`config.mk`:
```
export PLATFORM = sky130hd
export DESIGN_NAME = triangle_primitive_assembly
export DESIGN_NICKNAME = d
export VERILOG_FILES = /design/src/hdl/tpa_pkg.sv /design/src/hdl/triangle_primitive_assembly.sv /design/src/hdl/tpa_front.sv /design/src/hdl/tpa_queue.sv /design/src/hdl/tpa_back.sv
export SDC_FILE = /design/constraint.sdc
export NUM_CORES = 1
export LEC_CHECK = 0
export BUFFER_PORTS_ARGS = -buffer_cell sky130_fd_sc_hd__buf_2
export CORE_MARGIN = 3
export CORE_UTILIZATION = 40
export DETAILED_ROUTE_END_ITERATION = 6
export MAX_ROUTING_LAYER = met4
export SKIP_LAST_GASP = 1
export SYNTH_ARGS = -nofsm -noshare
export SYNTH_HDL_FRONTEND = slang
export SYNTH_HIERARCHICAL = 1
export SYNTH_SLANG_ARGS = --single-unit
```
`constraint.sdc`:
```
create_clock -name clock -period 3.59 [get_ports clock]
set_input_delay 0 -clock clock [delete_from_list [all_inputs] [get_ports clock]]
set_output_delay 0 -clock clock [all_outputs]
set_load 0.1 [all_outputs]
```
`src/hdl/tpa_pkg.sv`:
```
// Package for triangle primitive assembly: payload structs, mode codes,
// register indexes and sizing constants. No dependencies.
`default_nettype none

package tpa_pkg;

   localparam int INDEX_WIDTH       = 16;
   localparam int MODE_WIDTH        = 2;
   localparam int CSR_INDEX_WIDTH   = 1;
   localparam int CSR_DATA_WIDTH    = MODE_WIDTH;
   localparam int TPA_QUEUE_DEPTH   = 4;
   localparam int WARMUP_WIDTH      = 2;
   localparam int PHASE_WIDTH       = 2;

   typedef enum logic [MODE_WIDTH-1:0] {
      MODE_LIST  = 2'd0,
      MODE_STRIP = 2'd1,
      MODE_FAN   = 2'd2
   } assembly_mode_type;

   localparam logic [CSR_INDEX_WIDTH-1:0] CSR_ASSEMBLY_MODE       = 1'd0;
   localparam logic [CSR_INDEX_WIDTH-1:0] CSR_OPEN_CYLINDER_FACES = 1'd1;

   localparam logic [WARMUP_WIDTH-1:0] WARMUP_FULL = 2'd2;
   localparam logic [PHASE_WIDTH-1:0]  PHASE_LAST  = 2'd2;

   typedef struct packed {
      logic [INDEX_WIDTH-1:0] vertex_index;
      logic                   starts_group;
   } req_payload_type;

   typedef struct packed {
      logic [INDEX_WIDTH-1:0] corner_a;
      logic [INDEX_WIDTH-1:0] corner_b;
      logic [INDEX_WIDTH-1:0] corner_c;
      logic                   face_kind;
   } rsp_payload_type;

   typedef struct packed {
      logic full;
      logic empty;
   } tpa_queue_status_type;

endpackage

`default_nettype wire

```
`src/hdl/triangle_primitive_assembly.sv`:
```
// Top level of triangle primitive assembly: front end, triangle queue and
// output stage. Uses tpa_pkg, tpa_front, tpa_queue, tpa_back.
`default_nettype none

// Usage
//   req_*: one vertex beat per accepted handshake (vertex_index, starts_group).
//     The first vertex after reset opens a group even without the flag.
//   rsp_*: one triangle beat (corner_a, corner_b, corner_c, face_kind) for each
//     vertex that closes a triangle in the current mode; other vertices only
//     advance the history.
//   csr_*: write assembly_mode (index 0) and open_cylinder_faces (index 1)
//     only while no triangle is pending.
// Timing
//   A vertex is classified in the cycle it is accepted; its triangle enters
//   the queue at that edge and reaches rsp_valid through the output register.
//   Throughput is one vertex per cycle while the queue has room, set by the front
//   end's history update and the output register's one-beat-per-cycle drain.
// Reset and stall
//   Synchronous reset clears the configuration registers, the group counters,
//   the queue and the output valid. While rsp_ready is low the output beat holds
//   and the queue fills; req_ready drops only when the queue is full.
module triangle_primitive_assembly
   import tpa_pkg::*;
#(
   parameter int QUEUE_DEPTH = TPA_QUEUE_DEPTH
) (
   input  wire logic                       clock,
   input  wire logic                       reset,
   input  wire logic                       req_valid,
   output      logic                       req_ready,
   input  wire req_payload_type            req_payload,
   output      logic                       rsp_valid,
   input  wire logic                       rsp_ready,
   output      rsp_payload_type            rsp_payload,
   input  wire logic                       csr_write_enable,
   input  wire logic [CSR_INDEX_WIDTH-1:0] csr_index,
   input  wire logic [CSR_DATA_WIDTH-1:0]  csr_write_data
);

   // Queue status goes to both sides so each stalls on its own.
   tpa_queue_status_type queue_status;
   logic                 push;
   logic                 pop;
   rsp_payload_type      push_payload;
   rsp_payload_type      head_payload;

   // Classify vertices, hold config and history.
   tpa_front u_front (
      .clock            (clock),
      .reset            (reset),
      .req_valid        (req_valid),
      .req_ready        (req_ready),
      .req_payload      (req_payload),
      .csr_write_enable (csr_write_enable),
      .csr_index        (csr_index),
      .csr_write_data   (csr_write_data),
      .queue_status     (queue_status),
      .push             (push),
      .push_payload     (push_payload)
   );

   // Buffer finished triangles.
   tpa_queue #(
      .DEPTH (QUEUE_DEPTH)
   ) u_queue (
      .clock        (clock),
      .reset        (reset),
      .push         (push),
      .push_payload (push_payload),
      .pop          (pop),
      .head_payload (head_payload),
      .status       (queue_status)
   );

   // Drive the result channel from a register.
   tpa_back u_back (
      .clock        (clock),
      .reset        (reset),
      .queue_status (queue_status),
      .head_payload (head_payload),
      .pop          (pop),
      .rsp_valid    (rsp_valid),
      .rsp_ready    (rsp_ready),
      .rsp_payload  (rsp_payload)
   );

endmodule

`default_nettype wire

```
`src/hdl/tpa_front.sv`:
```
// Front end: configuration registers, vertex history and group counters.
// Classifies each vertex and pushes a finished triangle. Uses tpa_pkg.
`default_nettype none

module tpa_front
   import tpa_pkg::*;
(
   input  wire logic                       clock,
   input  wire logic                       reset,
   input  wire logic                       req_valid,
   output      logic                       req_ready,
   input  wire req_payload_type            req_payload,
   input  wire logic                       csr_write_enable,
   input  wire logic [CSR_INDEX_WIDTH-1:0] csr_index,
   input  wire logic [CSR_DATA_WIDTH-1:0]  csr_write_data,
   input  wire tpa_queue_status_type       queue_status,
   output      logic                       push,
   output      rsp_payload_type            push_payload
);

   logic [MODE_WIDTH-1:0]   mode_ff;
   logic                    open_cyl_ff;
   logic [INDEX_WIDTH-1:0]  group_first_ff, group_first_in;
   logic [INDEX_WIDTH-1:0]  prev_ff;
   logic [INDEX_WIDTH-1:0]  prev2_ff;
   logic [PHASE_WIDTH-1:0]  phase_ff, phase_in;
   logic                    odd_ff, odd_in;
   logic [WARMUP_WIDTH-1:0] warmup_ff, warmup_in;

   logic                    accept;
   logic [PHASE_WIDTH-1:0]  phase_eff;
   logic                    odd_eff;
   logic [WARMUP_WIDTH-1:0] warmup_eff;
   logic                    emit;
   logic [INDEX_WIDTH-1:0]  v;

   assign req_ready = ~queue_status.full;
   assign accept    = req_valid & req_ready;
   assign v         = req_payload.vertex_index;

   // A start flag restarts the group position before this vertex is used.
   always_comb begin
      warmup_eff     = req_payload.starts_group ? '0 : warmup_ff;
      phase_eff      = req_payload.starts_group ? '0 : phase_ff;
      odd_eff        = req_payload.starts_group ? 1'b0 : odd_ff;
      group_first_in = (warmup_eff == '0) ? v : group_first_ff;
      warmup_in      = (warmup_eff == WARMUP_FULL) ? WARMUP_FULL
                                                   : warmup_eff + WARMUP_WIDTH'(1);
      phase_in       = (phase_eff == PHASE_LAST) ? '0 : phase_eff + PHASE_WIDTH'(1);
      odd_in         = ~odd_eff;
   end

   always_comb begin
      emit                   = 1'b0;
      push_payload.corner_a  = prev2_ff;
      push_payload.corner_b  = prev_ff;
      push_payload.corner_c  = v;
      push_payload.face_kind = open_cyl_ff;
      unique case (mode_ff)
         MODE_LIST: begin
            emit = (phase_eff == PHASE_LAST);
         end
         MODE_STRIP: begin
            emit = (warmup_eff == WARMUP_FULL);
            if (odd_eff) begin
               push_payload.corner_a = v;
               push_payload.corner_c = prev2_ff;
            end
         end
         MODE_FAN: begin
            emit                  = (warmup_eff == WARMUP_FULL);
            push_payload.corner_a = prev_ff;
            push_payload.corner_b = v;
            push_payload.corner_c = group_first_in;
         end
         default: begin
            emit = 1'b0;
         end
      endcase
   end

   assign push = accept & emit;

   always_ff @(posedge clock) begin
      if (reset) begin
         mode_ff     <= MODE_LIST;
         open_cyl_ff <= 1'b0;
      end else if (csr_write_enable) begin
         unique case (csr_index)
            CSR_ASSEMBLY_MODE:       mode_ff     <= csr_write_data;
            CSR_OPEN_CYLINDER_FACES: open_cyl_ff <= csr_write_data[0];
            default: ;
         endcase
      end
   end

   always_ff @(posedge clock) begin
      if (reset) begin
         phase_ff  <= '0;
         odd_ff    <= 1'b0;
         warmup_ff <= '0;
      end else if (accept) begin
         phase_ff  <= phase_in;
         odd_ff    <= odd_in;
         warmup_ff <= warmup_in;
      end
   end

   // History needs no reset: warmup and phase at zero keep it from being used.
   always_ff @(posedge clock) begin
      if (accept) begin
         group_first_ff <= group_first_in;
         prev2_ff       <= prev_ff;
         prev_ff        <= v;
      end
   end

endmodule

`default_nettype wire

```
`src/hdl/tpa_queue.sv`:
```
// Short triangle queue between the front end and the output stage.
// Register-based circular buffer. Uses tpa_pkg.
`default_nettype none

module tpa_queue
   import tpa_pkg::*;
#(
   parameter int DEPTH = TPA_QUEUE_DEPTH
) (
   input  wire logic            clock,
   input  wire logic            reset,
   input  wire logic            push,
   input  wire rsp_payload_type push_payload,
   input  wire logic            pop,
   output      rsp_payload_type head_payload,
   output tpa_queue_status_type status
);

   localparam int PTR_WIDTH   = $clog2(DEPTH);
   localparam int COUNT_WIDTH = $clog2(DEPTH + 1);

   rsp_payload_type        entries_ff [DEPTH];
   logic [PTR_WIDTH-1:0]   wr_ptr_ff, wr_ptr_in;
   logic [PTR_WIDTH-1:0]   rd_ptr_ff, rd_ptr_in;
   logic [COUNT_WIDTH-1:0] count_ff, count_in;
   logic                   do_push, do_pop;

   assign status.full  = (count_ff == COUNT_WIDTH'(DEPTH));
   assign status.empty = (count_ff == '0);
   assign do_push      = push & ~status.full;
   assign do_pop       = pop & ~status.empty;
   assign head_payload = entries_ff[rd_ptr_ff];

   always_comb begin
      wr_ptr_in = wr_ptr_ff;
      rd_ptr_in = rd_ptr_ff;
      count_in  = count_ff;
      if (do_push) begin
         wr_ptr_in = (wr_ptr_ff == PTR_WIDTH'(DEPTH - 1)) ? '0 : wr_ptr_ff + PTR_WIDTH'(1);
      end
      if (do_pop) begin
         rd_ptr_in = (rd_ptr_ff == PTR_WIDTH'(DEPTH - 1)) ? '0 : rd_ptr_ff + PTR_WIDTH'(1);
      end
      if (do_push && !do_pop) begin
         count_in = count_ff + COUNT_WIDTH'(1);
      end else if (do_pop && !do_push) begin
         count_in = count_ff - COUNT_WIDTH'(1);
      end
   end

   always_ff @(posedge clock) begin
      if (reset) begin
         wr_ptr_ff <= '0;
         rd_ptr_ff <= '0;
         count_ff  <= '0;
      end else begin
         wr_ptr_ff <= wr_ptr_in;
         rd_ptr_ff <= rd_ptr_in;
         count_ff  <= count_in;
      end
   end

   always_ff @(posedge clock) begin
      if (do_push) begin
         entries_ff[wr_ptr_ff] <= push_payload;
      end
   end

endmodule

`default_nettype wire

```
`src/hdl/tpa_back.sv`:
```
// Back end: output register that drains the triangle queue onto the
// result channel. Uses tpa_pkg.
`default_nettype none

module tpa_back
   import tpa_pkg::*;
(
   input  wire logic                 clock,
   input  wire logic                 reset,
   input  wire tpa_queue_status_type queue_status,
   input  wire rsp_payload_type      head_payload,
   output      logic                 pop,
   output      logic                 rsp_valid,
   input  wire logic                 rsp_ready,
   output      rsp_payload_type      rsp_payload
);

   logic            valid_ff, valid_in;
   rsp_payload_type payload_ff;

   // Load a new beat, if the queue holds one, whenever the register is empty or being taken.
   assign pop      = ~queue_status.empty & (~valid_ff | rsp_ready);
   assign valid_in = pop | (valid_ff & ~rsp_ready);

   always_ff @(posedge clock) begin
      if (reset) begin
         valid_ff <= 1'b0;
      end else begin
         valid_ff <= valid_in;
      end
   end

   always_ff @(posedge clock) begin
      if (pop) begin
         payload_ff <= head_payload;
      end
   end

   assign rsp_valid   = valid_ff;
   assign rsp_payload = payload_ff;

endmodule

`default_nettype wire

```
==> impl_metrics.yaml <==
global_route:
  grt_pass1_wl_um: 36400
  first_global_vias: 6274
  antenna_found_initial: 1
  grt_overflow_total: 0
  grt_use_total: 0.152
  grt_max_degree: 50
clock_tree:
  tritoncts: "done"
  cts_buffers: 31
  cts.clk_slew.worst_paths_ps: 60
  htree_levels: 1
  cts_buffer_depth: 3
  postCtsSetupRepairBufs: 0
  cts_sinks: 311
  cts-root-buf: "clkbuf_16"
  clk_latency_ps: 550
drt:
  drc: 0
  drtPass1Iterations: 5
  wl_um: 23300
  vias_per_cell: 5.31
  wl_per_cell_um: 21.0
  routed-via-count: 5893
  drtIter0Drc: 423
  final_antenna_net_count: 0
worst_setup_path:
  worstPathRequired_ps: 4070
  cp_max_fo: 7
  crit_path_end_kind: "register"
  path_cells: "or3b_1 -> clkinv_2 -> nand2b_1 -> nor3_1 -> buf_4 -> inv_1 -> nor2_1 -> ha_1 -> inv_1 -> fa_1 -> xor2_1 -> or3_1 -> a21oi_1"
  slowest_delay_ps: 440
  slowest_stage: "dfxtp_1"
  worst-setup-path-type: "reg -> reg"
  cp.arrival_ps: 3590
  reg2reg_from: "u_queue/count_ff[0]"
  cpMostUsedCell: "inv_1"
  critPathTopFamily: "simple AND/OR/NAND/NOR gates"
  timing.critical_path.buf_inv: 4
  cp-startpoint: "u_queue/count_ff[0]"
  start_kind: "register"
power_and_ir_drop:
  max-vdd-ir-drop_uv: 366
  finalPower_w: 0.00750
  p_leak_nw: 4.76
  power_density_mw_per_mm2: 531
die:
  dieArea_mm2: 0.0321
  initial_core_util: 0.412
  floorplan.rows: 62
  die_y_um: 179
  io_pins: 76
  core_area_mm2: 0.0292
  fp.dieW_um: 179
synth:
  synth_area_mm2: 0.0120
  postSynthCellCount: 576
  synth_ff_type: "edfxtp_1"
  async_flop_share: 0
  synth_nets: 614
  synth_edf_count: 293
  synth-seq-cells: 311
  synth.avg_cell_area_um2: 20.9
  synth_cell_type_count: 42
  ys_warn_count: 6
  synth-seq-area-share: 0.763
placement:
  dpl-instance-area_mm2: 0.0128
  place.gp.congestion: 0.770
  dp_hpwl_um: 13500
  numPortBuffers: 75
run_status:
  status: "completed"
final_layout:
  fin_nets: 738
  diodes: 0
  final_common_cell: "edfxtp_1"
  drive_above_1_share: 0.309
  final_area_mm2: 0.0141
  final_cell_mix: "293 x edfxtp_1, 75 x buf_2, 47 x mux4_2"
  fill_cells: 2422
  syn2layout_area_growth_pct: 17.5
run:
  cap_violations: 0
worst_hold_path:
  min_from: "req_payload[13]"
  hp-class: "in -> reg"
timing:
  final.setup.tns_ps: 0
  hold_viol_final: 0
  rsz0062_at_grt: "no"
  finClkSkew_ps: 9.03
  max_freq_mhz: 322
  worstMarginPinSlew_ps: 728
  relSlewSlack: 0.515
  finalCritPeriodShare: 0.866
  setup_viol: 0
  fin_crit_ps: 3110
  finalMaxSlewViolations: 0
-- cells in the mapped netlist (all sizes together) (6+ instances only) --
cell type | instances | share of area
a21oi | 10 | 0.0045
a221o | 32 | 0.027
and3 | 21 | 0.011
buf | 24 | 0.016
clkbuf | 6 | 0.0019
dfxtp | 18 | 0.030
edfxtp | 293 | 0.73
ha | 12 | 0.012
inv | 10 | 0.0031
mux2 | 32 | 0.033
mux4 | 49 | 0.093
nand2 | 10 | 0.0033
nor2 | 8 | 0.0025
nor2b | 18 | 0.011
-- kinds of logic (layout without fill, tap and decap cells) --
kind of cell | after synthesis | count (layout) | share of synthesized area
mux | 84 | 84 | 0.128
simple gates | 77 | 77 | 0.0384
buf+inv | 41 | 190 | 0.0209
xor+xnor | 2 | 2 | 0.00146
fa+ha+maj | 13 | 13 | 0.0142
flops | 311 | 311 | 0.763
compound gates | 48 | 48 | 0.0347
-- through the flow --
stage | util | hold slack [ps] | cells | setup slack, ps
after global placement | 0.440 | 240 | 1021 | 672
after detailed placement | 0.440 | 245 | 1021 | 532
after global routing | 0.484 | 256 | 1109 | 185
final | 0.484 | 257 | 1109 | 481
after CTS | 0.484 | 226 | 1109 | 493
after floorplan | - | 62.4 | 576 | 401
-- worst register-to-register path, stage by stage (launching register included) --
cell and delay, ps:
dfxtp_1 440, or3b_1 280, clkinv_2 130, nand2b_1 260, nor3_1 220, buf_4 170, inv_1 50, nor2_1 190
ha_1 230, inv_1 60, fa_1 370, xor2_1 180, or3_1 310, a21oi_1 150
-- worst paths after layout --
| path | to | slack [ps] | cells past startpoint |
|---|---|---|---|
| worst max-delay path | u_queue/count_ff[2] | 480 | 13 |
| worst min-delay path | u_front/prev_ff[12] | 260 | 2 |
| worst max register to register | u_queue/count_ff[2] | 480 | 13 |
| worst min register to register | u_front/odd_ff | 460 | 1 |
-- sequential cells by signal (all words and copies together), names as in the netlist, named ones only --
| name | cells |
|---|---|
| u_queue/wr_ptr_ff | 2 |
| u_front/prev2_ff | 16 |
| u_front/odd_ff | 1 |
| u_queue/count_ff | 3 |
| u_front/phase_ff | 2 |
| u_front/group_first_ff | 16 |
| u_back/rsp_payload | 49 |
| u_front/prev_ff | 16 |
| u_queue/rd_ptr_ff | 2 |
| u_front/warmup_ff | 2 |
| u_front/open_cyl_ff | 1 |
| u_back/rsp_valid | 1 |
| u_queue/entries_ff | 196 |
| u_front/mode_ff | 2 |
-- where the power goes --
group | switching (W) | internal [W]
clock network | 0.00132 | 0.00173
registers | 0.0000262 | 0.00405
logic | 0.000246 | 0.000128
-- layer usage --
metal / up-vias / wire length (µm) / global-route usage
met5: - / 0 / -
met4: 0 / 526 / 0.0370
met3: 47 / 983 / 0.0224
met2: 143 / 11500 / 0.251
met1: 3085 / 10300 / 0.202
li1: 2618 / - / -
-- layout make-up --
| type | instances | area (µm²) | share of cell area |
|---|---|---|---|
| clock inverter | 22 | 174 | 0.0123 |
| timing repair buffer | 121 | 846 | 0.0599 |
| tap | 384 | 480 | 0.0340 |
| multi-input combinational | 224 | 2610 | 0.185 |
| sequential | 311 | 9160 | 0.649 |
| inverter | 11 | 42.5 | 0.00301 |
| clock buffer | 36 | 795 | 0.0563 |
-- timing repair --
| action | CTS | global route |
|---|---|---|
| endpoints found under the hold margin | 242 | 0 |
| hold buffers | 30 | 0 |
| gates resized for setup | 0 | 0 |
Note: power is estimated with default switching activity, not from simulation.
